$ cat config.mk
export PLATFORM = sky130hd
export DESIGN_NAME = sponge_permutation_ctr_keystream_flat
export DESIGN_NICKNAME = d
export VERILOG_FILES = /design/src/sv/spk_pkg.sv /design/src/sv/spk_in_if.sv /design/src/sv/spk_out_if.sv /design/src/sv/spk_round.sv /design/src/sv/sponge_permutation_ctr_keystream.sv /design/src/flat_wrapper.sv
export SDC_FILE = /design/constraint.sdc
export NUM_CORES = 1
export LEC_CHECK = 0
export ABC_AREA = 1
export BUFFER_PORTS_ARGS = -buffer_cell sky130_fd_sc_hd__buf_2
export CAP_MARGIN = 5
export CELL_PAD_IN_SITES_DETAIL_PLACEMENT = 1
export CELL_PAD_IN_SITES_GLOBAL_PLACEMENT = 2
export CORE_ASPECT_RATIO = 1.25
export CORE_MARGIN = 4
export CORE_UTILIZATION = 30
export CTS_BUF_LIST = sky130_fd_sc_hd__clkbuf_8
export DETAILED_ROUTE_END_ITERATION = 8
export PLACE_DENSITY_LB_ADDON = 0.1
export SYNTH_ARGS = -nofsm -noshare
export SYNTH_HDL_FRONTEND = slang
export SYNTH_SLANG_ARGS = --single-unit
$ cat constraint.sdc
create_clock -name i_clk -period 5.39 [get_ports i_clk]
set_input_delay 0.2695 -clock i_clk [delete_from_list [all_inputs] [get_ports i_clk]]
set_output_delay 0.2695 -clock i_clk [all_outputs]
set_load 0.01 [all_outputs]
$ cat src/sv/spk_pkg.sv
`timescale 1ns / 1ps

package spk_pkg;

    // widths of the data path
    localparam int unsigned WordW  = 64;
    localparam int unsigned NumW   = 5;
    localparam int unsigned CountW = 4;
    localparam int unsigned RndW   = 4;
    localparam int unsigned CtrW   = 8;
    localparam int unsigned CfgIdxW = 2;

    typedef logic [WordW-1:0] t_word;
    typedef logic [NumW-1:0][WordW-1:0] t_perm;

    // fixed initialization word and round schedule
    localparam t_word IV_WORD = 64'h80400c0600000000;
    localparam logic [RndW-1:0] RND_FIRST_FULL  = 4'd0;
    localparam logic [RndW-1:0] RND_FIRST_BLOCK = 4'd6;
    localparam logic [RndW-1:0] RND_LAST        = 4'd11;
    localparam logic [RndW-1:0] RC_BASE         = 4'd15;
    localparam int unsigned ROT_A = 19;
    localparam int unsigned ROT_B = 28;

    // configuration register indexes
    localparam logic [CfgIdxW-1:0] CFG_KEY_HIGH   = 2'd0;
    localparam logic [CfgIdxW-1:0] CFG_KEY_LOW    = 2'd1;
    localparam logic [CfgIdxW-1:0] CFG_NONCE_HIGH = 2'd2;
    localparam logic [CfgIdxW-1:0] CFG_NONCE_LOW  = 2'd3;

    // sequencer states
    typedef enum logic [1:0] {
        ST_IDLE,
        ST_ROUND,
        ST_FINISH
    } t_state;

endpackage

$ cat src/sv/spk_in_if.sv
`timescale 1ns / 1ps

interface spk_in_if;
    logic        valid;
    logic        ready;
    logic        start_message;
    logic [63:0] data_in;
    logic [3:0]  byte_count;

    modport source (output valid, start_message, data_in, byte_count, input ready);
    modport sink (input valid, start_message, data_in, byte_count, output ready);
endinterface

$ cat src/sv/spk_out_if.sv
`timescale 1ns / 1ps

interface spk_out_if;
    logic        valid;
    logic        ready;
    logic [63:0] data_out;
    logic [3:0]  byte_count_out;

    modport source (output valid, data_out, byte_count_out, input ready);
    modport sink (input valid, data_out, byte_count_out, output ready);
endinterface

$ cat src/sv/spk_round.sv
`timescale 1ns / 1ps

module spk_round
    import spk_pkg::*;
(
    input  t_perm           i_state,
    input  logic [RndW-1:0] i_rnd,
    output t_perm           o_state
);

    t_perm w_in;
    t_perm w_pre;

    // round constant into word 2
    always_comb begin
        w_in = i_state;
        w_in[2] = i_state[2] ^ {4'(RC_BASE - i_rnd), 60'd0};
    end

    // per-word xor of each bit with up to 31 bits above it, then the two rotations
    always_comb begin
        for (int w = 0; w < NumW; w++) begin
            w_pre[w] = w_in[w] ^ (w_in[w] >> 16);
            w_pre[w] = w_pre[w] ^ (w_pre[w] >> 8);
            w_pre[w] = w_pre[w] ^ (w_pre[w] >> 4);
            w_pre[w] = w_pre[w] ^ (w_pre[w] >> 2);
            w_pre[w] = w_pre[w] ^ (w_pre[w] >> 1);
            o_state[w] = w_pre[w]
                ^ {w_pre[w][ROT_A-1:0], w_pre[w][WordW-1:ROT_A]}
                ^ {w_pre[w][ROT_B-1:0], w_pre[w][WordW-1:ROT_B]};
        end
    end

endmodule

$ cat src/sv/sponge_permutation_ctr_keystream.sv
`timescale 1ns / 1ps

// channel   dir  payload                                   handshake
// i_blk     in   start_message, data_in[63:0], byte_count  valid / ready
// o_res     out  data_out[63:0], byte_count_out            valid / ready
// cfg       in   i_cfg_idx[1:0], i_cfg_data[63:0]          i_cfg_we
//
// one round per cycle in a single shared round unit: a block word takes the
// accept cycle, the block rounds from RND_FIRST_BLOCK to RND_LAST and the
// finish cycle, which loads its result; a start word first runs 12 full rounds
// from RND_FIRST_FULL, then the block rounds.
// the next word is taken once the finish cycle has loaded the output register,
// even if that result is still waiting; a stalled output holds the finish cycle.
// synchronous active-low reset clears state, counter, keys and output valid.

module sponge_permutation_ctr_keystream
    import spk_pkg::*;
(
    input  logic               i_clk,
    input  logic               i_rst_n,
    spk_in_if.sink             i_blk,
    spk_out_if.source          o_res,
    input  logic               i_cfg_we,
    input  logic [CfgIdxW-1:0] i_cfg_idx,
    input  logic [WordW-1:0]   i_cfg_data
);

    t_state            r_state, n_state;
    t_perm             r_perm, n_perm;
    logic [RndW-1:0]   r_rnd, n_rnd;
    logic              r_full, n_full;
    logic [CtrW-1:0]   r_cnt, n_cnt;
    t_word             r_data, n_data;
    logic [CountW-1:0] r_count, n_count;
    logic              r_out_valid, n_out_valid;
    t_word             r_out_data, n_out_data;
    logic [CountW-1:0] r_out_count, n_out_count;
    t_word             r_key_high, r_key_low, r_nonce_high, r_nonce_low;

    t_perm             w_round;
    t_word             w_mask;
    logic [CtrW-1:0]   w_cnt_inc;

    // shared round unit
    spk_round u_round (
        .i_state (r_perm),
        .i_rnd   (r_rnd),
        .o_state (w_round)
    );

    // byte mask from the stored count
    always_comb begin
        for (int b = 0; b < 8; b++) begin
            w_mask[WordW-1-8*b -: 8] = (r_count > 4'(b)) ? 8'hff : 8'h00;
        end
    end

    assign w_cnt_inc = r_cnt + 8'd1;

    // sequencer next state
    always_comb begin
        n_state     = r_state;
        n_perm      = r_perm;
        n_rnd       = r_rnd;
        n_full      = r_full;
        n_cnt       = r_cnt;
        n_data      = r_data;
        n_count     = r_count;
        n_out_valid = r_out_valid;
        n_out_data  = r_out_data;
        n_out_count = r_out_count;

        // result taken
        if (o_res.ready) begin
            n_out_valid = 1'b0;
        end

        case (r_state)
            ST_IDLE: begin
                if (i_blk.valid) begin
                    n_data  = i_blk.data_in;
                    n_count = i_blk.byte_count;
                    n_state = ST_ROUND;
                    if (i_blk.start_message) begin
                        n_perm[0] = IV_WORD | r_key_high;
                        n_perm[1] = r_key_low;
                        n_perm[2] = r_nonce_high;
                        n_perm[3] = r_nonce_low;
                        n_perm[4] = '0;
                        n_cnt     = '0;
                        n_rnd     = RND_FIRST_FULL;
                        n_full    = 1'b1;
                    end else begin
                        n_rnd  = RND_FIRST_BLOCK;
                        n_full = 1'b0;
                    end
                end
            end
            ST_ROUND: begin
                n_perm = w_round;
                if (r_rnd == RND_LAST) begin
                    if (r_full) begin
                        n_full = 1'b0;
                        n_rnd  = RND_FIRST_BLOCK;
                    end else begin
                        n_state = ST_FINISH;
                    end
                end else begin
                    n_rnd = r_rnd + 4'd1;
                end
            end
            ST_FINISH: begin
                // wait until the output register is free
                if (!r_out_valid || o_res.ready) begin
                    n_out_valid = 1'b1;
                    n_out_data  = (r_data ^ r_perm[0]) & w_mask;
                    n_out_count = r_count;
                    n_cnt       = w_cnt_inc;
                    n_perm[4]   = r_perm[4] ^ {56'd0, w_cnt_inc};
                    n_state     = ST_IDLE;
                end
            end
            default: begin
                n_state = ST_IDLE;
            end
        endcase
    end

    // control and state registers
    always_ff @(posedge i_clk) begin
        if (!i_rst_n) begin
            r_state     <= ST_IDLE;
            r_perm      <= '0;
            r_cnt       <= '0;
            r_rnd       <= '0;
            r_full      <= 1'b0;
            r_out_valid <= 1'b0;
        end else begin
            r_state     <= n_state;
            r_perm      <= n_perm;
            r_cnt       <= n_cnt;
            r_rnd       <= n_rnd;
            r_full      <= n_full;
            r_out_valid <= n_out_valid;
        end
    end

    // payload registers
    always_ff @(posedge i_clk) begin
        r_data      <= n_data;
        r_count     <= n_count;
        r_out_data  <= n_out_data;
        r_out_count <= n_out_count;
    end

    // configuration registers
    always_ff @(posedge i_clk) begin
        if (!i_rst_n) begin
            r_key_high   <= '0;
            r_key_low    <= '0;
            r_nonce_high <= '0;
            r_nonce_low  <= '0;
        end else if (i_cfg_we) begin
            case (i_cfg_idx)
                CFG_KEY_HIGH:   r_key_high   <= i_cfg_data;
                CFG_KEY_LOW:    r_key_low    <= i_cfg_data;
                CFG_NONCE_HIGH: r_nonce_high <= i_cfg_data;
                CFG_NONCE_LOW:  r_nonce_low  <= i_cfg_data;
                default: begin
                end
            endcase
        end
    end

    // ports
    assign i_blk.ready          = (r_state == ST_IDLE);
    assign o_res.valid          = r_out_valid;
    assign o_res.data_out       = r_out_data;
    assign o_res.byte_count_out = r_out_count;

endmodule

$ cat src/flat_wrapper.sv
// flat-port wrapper written by rule: the top's interface ports become plain ports
module sponge_permutation_ctr_keystream_flat import spk_pkg::*;
  (i_clk, i_rst_n, i_cfg_we, i_cfg_idx, i_cfg_data, i_blk_valid, i_blk_start_message, i_blk_data_in, i_blk_byte_count, i_blk_ready, o_res_valid, o_res_data_out, o_res_byte_count_out, o_res_ready);
  spk_in_if i_blk_i ();
  spk_out_if o_res_i ();
  input  logic i_clk;
  input  logic i_rst_n;
  input  logic i_cfg_we;
  input  logic [CfgIdxW-1:0] i_cfg_idx;
  input  logic [WordW-1:0] i_cfg_data;
  input wire logic [$bits(i_blk_i.valid)-1:0] i_blk_valid;
  input wire logic [$bits(i_blk_i.start_message)-1:0] i_blk_start_message;
  input wire logic [$bits(i_blk_i.data_in)-1:0] i_blk_data_in;
  input wire logic [$bits(i_blk_i.byte_count)-1:0] i_blk_byte_count;
  output wire logic [$bits(i_blk_i.ready)-1:0] i_blk_ready;
  output wire logic [$bits(o_res_i.valid)-1:0] o_res_valid;
  output wire logic [$bits(o_res_i.data_out)-1:0] o_res_data_out;
  output wire logic [$bits(o_res_i.byte_count_out)-1:0] o_res_byte_count_out;
  input wire logic [$bits(o_res_i.ready)-1:0] o_res_ready;
  assign i_blk_i.valid = i_blk_valid;
  assign i_blk_i.start_message = i_blk_start_message;
  assign i_blk_i.data_in = i_blk_data_in;
  assign i_blk_i.byte_count = i_blk_byte_count;
  assign i_blk_ready = i_blk_i.ready;
  assign o_res_valid = o_res_i.valid;
  assign o_res_data_out = o_res_i.data_out;
  assign o_res_byte_count_out = o_res_i.byte_count_out;
  assign o_res_i.ready = o_res_ready;
  sponge_permutation_ctr_keystream u_core (.i_clk(i_clk), .i_rst_n(i_rst_n), .i_blk(i_blk_i), .o_res(o_res_i), .i_cfg_we(i_cfg_we), .i_cfg_idx(i_cfg_idx), .i_cfg_data(i_cfg_data));
endmodule
-- After elaboration in Yosys (flattened, before gate mapping)
Cells that the tools add are included.
- flip-flop bits (word level): 655
- bits of input ports: 140
- output and inout port bits: 70
- logic and storage cells: 112
- add/sub/neg operators: 2
- magnitude comparators: 8
- equality and inequality tests: 12
- multiplexer cells: 28
- bitwise logic cells: 31
- reductions and logical operators: 15
- operators by type and width (kind ; count):
    XOR 64 bit ; 10
    2-to-1 mux 256 bit ; 2
    case mux 256 bit (2 select lines) ; 1
    XOR 64 x 48 -> 64 bit ; 4
    XOR 64 x 56 -> 64 bit ; 4
    XOR 64 x 60 -> 64 bit ; 4
    XOR 64 x 62 -> 64 bit ; 4
    XOR 64 x 63 -> 64 bit ; 4
    bitwise AND 64 bit ; 1
    2-to-1 mux 8 bit ; 8
    greater-than comparator 4 x 3 -> 1 bit, second input constant ; 4
    2-to-1 mux 4 bit ; 3
    AND reduction 2 bit ; 6
    AND reduction 3 bit ; 3
    greater-than comparator 4 x 1 -> 1 bit, second input constant ; 2
    greater-than comparator 4 x 2 -> 1 bit, second input constant ; 2
    2-to-1 mux 2 bit ; 4
    case mux 4 bit (2 select lines) ; 1
    == test 2 bit, second input constant ; 3
    2-to-1 mux 1 bit ; 6
    inequality test 2 bit, second input constant ; 3
    case mux 2 bit (3 select lines) ; 1
    adder 4 x 1 -> 4 bit, second input constant ; 1
    == test 2 x 1 -> 1 bit, second input constant ; 2
    11 further kinds ; 13

-- Longest topological paths before layout
Gate-level depths: netlist of the first run.
- word-level depth: 10
- gate-level depth with buffers: 20

-- Modules after synthesis
A second synthesis of the first run with hierarchy kept.
- cells, all modules: 11937
- area, all modules: 65333.9 um^2
- modules (own cells, without submodules) (module ; instances ; cells each ; area an instance (um^2) ; sequential area each (um^2)):
    spk_round ; 1 ; 8653 ; 37554.8 ; 0.0
    sponge_permutation_ctr_keystream ; 1 ; 3284 ; 27779.1 ; 15815.2

-- Worst setup path before layout of the first run
Ideal clock, no wire load.
- path type: reg2reg
- start point: register u_core.r_state[1]
- end point: register u_core.r_out_count[0] (netlist: u_core.o_res.byte_count_out[0]), enable pin
- setup time: 0.578 ns
- data arrival time: 5.094 ns
- required time: 4.812 ns
- slack: -0.282 ns
- cell stages (with the launch flop): 3
- period minus slack after synthesis: 5.672 ns
- path through: dfxtp_1 -> inv_1 -> nor3_1
- cells in the longest elaborated chain, start to end: 2
- ends and longest elaborated chain (what ; line ; RTL):
    from (decl) ; sponge_permutation_ctr_keystream.sv:28 ; t_state r_state, n_state;
    from (signal assigned) ; sponge_permutation_ctr_keystream.sv:139 ; r_state <= n_state;
    == test 2 bit ; - ;
    AND reduction 2 bit (no line) ; - ;
    to (signal assigned) ; sponge_permutation_ctr_keystream.sv:153 ; r_out_count <= n_out_count;
    to (decl) ; sponge_permutation_ctr_keystream.sv:37 ; logic [CountW-1:0] r_out_count, n_out_count;
No other way between the ends.
A chain may end at the register's enable or synchronous reset.

-- Worst setup path in the final report of the first run
- start point: register u_core.r_perm[52] in the netlist's numbering
- end point: register u_core.r_perm[13] in the netlist's numbering
- cells in the longest elaborated chain, start to end: 8
- ends and longest elaborated chain (what ; line ; RTL):
    from (decl) ; sponge_permutation_ctr_keystream.sv:29 ; t_perm r_perm, n_perm;
    from (signal assigned) ; sponge_permutation_ctr_keystream.sv:140 ; r_perm <= n_perm;
    XOR 64 x 48 -> 64 bit * ; spk_round.sv:23 ; w_pre[w] = w_in[w] ^ (w_in[w] >> 16);
    XOR 64 x 56 -> 64 bit * ; spk_round.sv:24 ; w_pre[w] = w_pre[w] ^ (w_pre[w] >> 8);
    XOR 64 x 60 -> 64 bit * ; spk_round.sv:25 ; w_pre[w] = w_pre[w] ^ (w_pre[w] >> 4);
    XOR 64 x 62 -> 64 bit * ; spk_round.sv:26 ; w_pre[w] = w_pre[w] ^ (w_pre[w] >> 2);
    XOR 64 x 63 -> 64 bit * ; spk_round.sv:27 ; w_pre[w] = w_pre[w] ^ (w_pre[w] >> 1);
    XOR 64 bit ; spk_round.sv:29 ; ^ {w_pre[w][ROT_A-1:0], w_pre[w][WordW-1:ROT_A]}
    XOR 64 bit * ; spk_round.sv:30 ; ^ {w_pre[w][ROT_B-1:0], w_pre[w][WordW-1:ROT_B]};
    case mux 256 bit (2 select lines) * ; sponge_permutation_ctr_keystream.sv:78 ; case (r_state)
Mark *: on every way between the ends. The rest lies on a longest branch, timed or not.

==> results of run 1 <==
## cells in the final DEF (no fill, tap or decap), types with 2 or more instances in the layout
cell type	count
a21oi_1	62
a21oi_2	6
buf_2	203
buf_4	16
bufinv_16	4
clkbuf_8	53
clkinv_1	8
clkinv_2	4
dfxtp_1	130
diode_2	2
dlygate4sd3_1	139
edfxtp_1	136
inv_1	104
inv_12	2
inv_2	86
inv_4	7
nand2_1	1714
nand2_2	122
nand2_4	5
nand3_1	143
nor2_1	185
nor2_4	2
nor3_4	2
o211ai_1	4
o21a_1	2
o21ai_0	66
o21ai_1	2
o21bai_1	2
xnor2_1	64
xnor2_2	3
xor2_1	36
xor2_2	4
## sequential cells by signal, summed over array words and instances (netlist names)
| signal | count |
|---|---|
| u_core.o_res.valid | 1 |
| u_core.r_count | 4 |
| u_core.o_res.byte_count_out | 4 |
| u_core.r_state | 2 |
| u_core.r_full | 1 |
| u_core.r_key_high | 58 |
| u_core.r_perm | 64 |
| u_core.r_rnd | 4 |
| u_core.o_res.data_out | 64 |
| u_core.r_data | 64 |
## cells by family after synthesis
logic type / share of synthesized area (%)
AO/OA/AOI/OAI: 4.22
XOR/XNOR: 5.66
adder cells (fa/ha/maj): 0.0678
buffers and inverters: 6.58
flip-flops: 36.2
AND/OR/NAND/NOR: 47.2
## routing by layer
| metal | GRT usage (%) | routed length, um | up-vias |
|---|---|---|---|
| met4 | 10.0 | 3950 | 0 |
| met1 | 31.1 | 36600 | 9517 |
| met3 | 2.48 | 2310 | 124 |
| li1 | - | - | 9808 |
| met2 | 46.9 | 43200 | 367 |
| met5 | 0 | 0 | - |
## cell type report
class,instances,share of cell area (%)
sequential,266,29.6
multi-input combinational,2435,47.0
inverter,178,3.05
tap,824,4.57
clock buffer,53,3.23
clock inverter,39,1.28
timing repair buffer,358,11.2
antenna,2,0.0222
## path summary, 6_finish.rpt
check,to,slack (ns),depth (start not counted)
max,u_core.r_perm[13],2.07,17
min,u_core.r_key_high[11],0.06,3
max reg2reg,u_core.r_perm[13],2.07,17
min reg2reg,u_core.r_full,0.47,2
## worst min-delay path: stages
cell and delay, ns:
buf_2 0.22, o21ai_0 0.13, nor2_1 0.04
## through the flow
stage	cells	hold slack [ns]	util [%]
2_1_floorplan	2971	0.368	-
3_3_place_gp	3922	0.446	33.1
3_5_place_dp	3922	0.448	33.1
4_1_cts	4153	0.00269	37.1
5_1_grt	4155	0.0749	37.1
6_report	4155	0.0607	37.1
==> metrics.md, run 1 <==
| Metric | Value |
|---|---|
| PostCTS Resize Cnt | `0` |
| Critical path endpoint category | `register` |
| Yosys Warn Count | `0` |
| Slew @ Worst Pin | `1.15 ns` |
| Setup repair bufs after CTS | `0` |
| Crit-path slowest cell | `dfxtp_1` |
| Drt total wl | `86.1 mm` |
| Worst skew pair latency | `0.67 ns` |
| Boundary pin count | `210` |
| Top delay family on crit path | `simple AND/OR/NAND/NOR gates` |
| Synthesized area | `about 0.018 mm2` |
| Detailed Place HPWL | `69.2 mm` |
| CP Data Required Time | `roughly 6 ns` |
| Vias in the first global route | `20,466` |
| Fin nets | `around 3,400` |
| Tmin final | `about 3.3 ns` |
| EDFF count, synth | `136` |
| Via count | `19,816` |
| R2R Path Start | `u_core.r_perm[52]` |
| GRT Total Usage | `around a quarter` |
| WP buf/inv | `2` |
| Hold buffer count at CTS | `approximately 140` |
| CORE AREA | `0.0608 mm2` |
| Crit path kind | `register to register` |
| RSZ-0062 raised after global routing | `false` |
| Die ar. | `around 0.066 mm2` |
| Mapped Cells | `2,971` |
| Routability Congestion | `0.914` |
| Die Span Y | `between 200 and 300 um` |
| Cell repeated most along the worst path | `nand2_1` |
| Final Hold Fails | `0` |
| DRT antenna net count | `0` |
| Endpoints failing setup | `0` |
| Max cap viols | `0` |
| GR Overflow Total | `0` |
| WL per Instance | `20.7 um` |
| Width of the die | `roughly 230 um` |
| FFs w/ async S/R, synth | `0%` |
| Top cells by count, synth | `nand2_1 (1,714), nor2_1 (187), nand3_1 (143)` |
| Fin area | `between 0.02 and 0.025 mm2` |
| Hold Path Class | `input port to register` |
| DR iter-0 viols | `about 860` |
| Cts bufs inserted | `50` |
| H-tree lvl count | `2` |
| Clock Skew | `about 0.034 ns` |
| Status | `completed` |
| Crit-path max FO | `10` |
| Root buffer cell | `clkbuf_8` |
| Synth top area share | `34.9%` |
| Placed inst area | `roughly 0.02 mm2` |
| Top-count cell post-synth | `nand2_1` |
| Worst-path clk slew | `around 0.060 ns` |
| Synth area leaders | `nand2_1 (35%), edfxtp_1 (22%), dfxtp_1 (14%)` |
| Initial antenna violation count | `2` |
| Tcrit/Tclk final | `a little over 60%` |
| Worst Setup SP | `u_core.r_perm[52]` |
| Fmax | `301 MHz` |
| Mapped Nets | `slightly above 3,000` |
| Multi-input gate area | `approximately 0.011 mm2` |
| Sequential cell area fraction in the yosys report | `36.2%` |
| Layout cells sized above 1 | `15.8%` |
| Final Slew Violations | `0` |
| CTS tree | `done` |
| Setup ws final | `~2.1 ns` |
| Avg Cell Area, Syn | `about 6.2 um2` |
| # DRC | `0` |
| Flops & latches, synth | `266` |
| Area leader, netlist | `nand2_1` |
| Dominant synthesized flop cell | `edfxtp_1` |
| Max Root-Sink Buffers | `3` |
| Worst path cell trace | `inv_2 -> nand2_1 -> nand2_1 -> nand2_1 -> nand2_2 -> inv_2 -> nand2_1 -> nand2_1 -> nand2_1 -> nand2_1 -> nand2_1 -> nand2_2 -> nand2_1 -> nand3_1 -> nand3_1 -> nand2_1 -> a21oi_1` |
| Hold path startpoint | `i_rst_n` |
| Initial Util | `30.4%` |
| Vias per cell | `roughly 4.8` |
| CP startpoint kind | `register` |
| Post-Route Setup TNS | `0 ns` |
| DRT Pass-1 Iters | `5` |
| First-pass GRT wire length | `approximately 130 mm` |
| Place WS | `2.12 ns` |
| Max incr delay on CP | `0.84 ns` |
| Register area | `around 0.0067 mm2` |
| Distinct cells, synth | `37` |
| Area grow syn2layout | `22.2%` |
| Port bufs | `203` |
| Max_slew headroom | `a little under a quarter` |
| Worst path arrival time | `3.82 ns` |
| Clk sinks | `around 270` |
| Core Rows | `between 100 and 150` |
| # fillers | `between 7,000 and 8,000` |
| Largest net degree at the start of global routing | `71` |
Power of run 1 is not shown: default switching activity piles up to over one toggle a cycle in this logic, so the estimate is an artifact.
==> inputs of run 2 (changes only) <==
Settings changed: CORE_UTILIZATION 30 to 33.
Clock period 5.39 ns to 3.1 ns, I/O delays scaled along.
==> metrics.md, run 2 (same netlist as run 1, synthesis figures left out) <==
| Metric | Value |
|---|---|
| Status | `completed` |
| Root buffer cell | `clkbuf_8` |
| Die ar. | `about 0.060 mm2` |
| Most common cell after layout, fill and taps aside | `nand2_1` |
| Detailed Place HPWL | `68.6 mm` |
| Slew @ Worst Pin | `around 0.92 ns` |
| RSZ-0062 raised after global routing | `false` |
| Final Hold Fails | `0` |
| Initial antenna violation count | `3` |
| CP startpoint kind | `register` |
| H-tree lvl count | `2` |
| Via count | `~20,000` |
| Crit-path max FO | `8` |
| Routability Congestion | `approximately 0.97` |
| Max_slew headroom | `38.5%` |
| Vias in the first global route | `roughly 21,000` |
| Layout cells sized above 1 | `~17%` |
| FF-to-FF setup slack | `roughly 0.19 ns` |
| Hold path startpoint | `i_blk_valid` |
| # DRC | `0` |
| CORE AREA | `approximately 0.055 mm2` |
| Endpoints failing setup | `0` |
| Crit-path slowest cell | `dfxtp_1` |
| Final Slew Violations | `0` |
| Area grow syn2layout | `23.4%` |
| Setup repair bufs after CTS | `0` |
| Boundary pin count | `210` |
| Worst path cell trace | `inv_2 -> nand2_1 -> nand2_1 -> nand2_1 -> nand2_1 -> nand2_1 -> nand2_2 -> nand2_1 -> nand2_1 -> nand2_1 -> nand2_1 -> buf_4 -> nand3_1 -> nand2_1 -> a21oi_1 -> nor2_1 -> nor2_1` |
| GRT Total Usage | `between 20% and 30%` |
| Reg2Reg Capture Point | `u_core.r_perm[32]` |
| Tcrit/Tclk final | `between 90% and 100%` |
| Worst skew pair latency | `roughly 0.70 ns` |
| R2R Path Start | `u_core.r_perm[46]` |
| Clock Skew | `roughly 0.056 ns` |
| First-pass GRT wire length | `127 mm` |
| Vias per cell | `between 4 and 5` |
| Tmin final | `approximately 2.9 ns` |
| DRT Pass-1 Iters | `7` |
| Cts bufs inserted | `48` |
| CP Data Required Time | `between 3 and 4 ns` |
| FF-to-FF path depth | `17` |
| GR Overflow Total | `0` |
| Place WS | `between 0.2 and 0.25 ns` |
| Worst path arrival time | `3.50 ns` |
| Post-Route Setup TNS | `0 ns` |
| Fmax | `between 300 and 400 MHz` |
| Top delay family on crit path | `simple AND/OR/NAND/NOR gates` |
| Die Span Y | `about 270 um` |
| Hold Path Class | `input port to register` |
| Core Rows | `between 90 and 100` |
| DRT antenna net count | `0` |
| WP buf/inv | `2` |
| Largest net degree at the start of global routing | `between 60 and 70` |
| Hold Path Cell Cnt | `4` |
| WL per Instance | `roughly 21 um` |
| # fillers | `around 7,300` |
| CTS tree | `done` |
| Cell repeated most along the worst path | `nand2_1` |
| Most frequent cells in the layout | `nand2_1 (1,714), buf_2 (203), nor2_1 (185)` |
| Worst-path clk slew | `0.07 ns` |
| Critical path endpoint category | `register` |
| Setup ws final | `roughly 0.19 ns` |
| Fin nets | `between 3,000 and 4,000` |
| DR iter-0 viols | `1,081` |
| Max cap viols | `0` |
| Initial Util | `around a third` |
| Worst Hold End | `u_core.r_rnd[3]` |
| Max incr delay on CP | `between 0.6 and 0.7 ns` |
| Max Root-Sink Buffers | `3` |
| Crit path kind | `register to register` |
| Width of the die | `roughly 220 um` |
| Clk sinks | `~270` |
| Drt total wl | `85.6 mm` |
| Layout Utilization | `a little over 40%` |
| Port bufs | `about 200` |
[run 2: cell types whose count changed in the layout (fill, tap and decap cells not counted), moves of 2 or more]
cell | before | now
clkinv_2 | 4 | 6
dlygate4sd3_1 | 139 | 128
inv_1 | 104 | 94
buf_12 | 0 | 5
clkbuf_8 | 53 | 55
buf_4 | 16 | 58
[run 2: final cells by class]
cell class              count  area [um2]  share of cell area, %
diodes                      2        5.00                 0.0220
clock buffers              55         757                   3.32
clock inverters            32         297                   1.30
inverters                 178         686                   3.01
multi-input cells        2435       10600                   46.5
flip-flops and latches    266        6690                   29.4
well taps                 735         920                   4.04
repair buffers            394        2830                   12.4
[run 2: metrics by stage]
stage / hold WS, ns / area (um2) / std cells
6_report: 0.0602 / 22800 / 4097
5_1_grt: 0.0982 / 22800 / 4097
4_1_cts: 0.0221 / 22800 / 4095
3_5_place_dp: 0.333 / 20400 / 3880
3_3_place_gp: 0.331 / 20400 / 3880
2_1_floorplan: 0.254 / 18500 / 2971
[run 2: how the worst max path moves through the flow]
stage               slack [ns]                             end  depth (start not counted)              start
CTS                       0.20                u_core.r_perm[4]                         17  u_core.r_perm[47]
detailed placement        0.21               u_core.r_perm[42]                         17  u_core.r_perm[46]
finish                    0.19               u_core.r_perm[32]                         17  u_core.r_perm[46]
global placement          0.26               u_core.r_perm[22]                         17  u_core.r_perm[46]
global route              0.02               u_core.r_perm[32]                         17  u_core.r_perm[46]
floorplan                 0.48  u_core.o_res.byte_count_out[0]                          2  u_core.r_state[1]
[run 2: worst reg2reg max path, stage by stage (launching register included)]
cell,delay (ns)
dfxtp_1,0.69
inv_2,0.15
nand2_1,0.12
nand2_1,0.08
nand2_1,0.08
nand2_1,0.13
nand2_1,0.12
nand2_2,0.08
nand2_1,0.08
nand2_1,0.19
nand2_1,0.14
nand2_1,0.11
buf_4,0.16
nand3_1,0.07
nand2_1,0.15
a21oi_1,0.37
nor2_1,0.08
nor2_1,0.09
[run 2: repair_timing]
action,4_1_cts,5_1_grt
endpoints found under the hold margin,130,0
resized for setup,0,1
setup endpoints to repair,0,1
hold buffers,128,0
[run 2: layer usage]
layer / up-vias / track usage [%] / part of all wire [%]
met1: 9726 / 34.2 / 42
met2: 348 / 51.0 / 50
met4: 0 / 12.1 / 4.8
met3: 119 / 2.72 / 3.0
li1: 9882 / - / -
met5: - / 0 / 0
Power of run 2 is left out for the same reason.
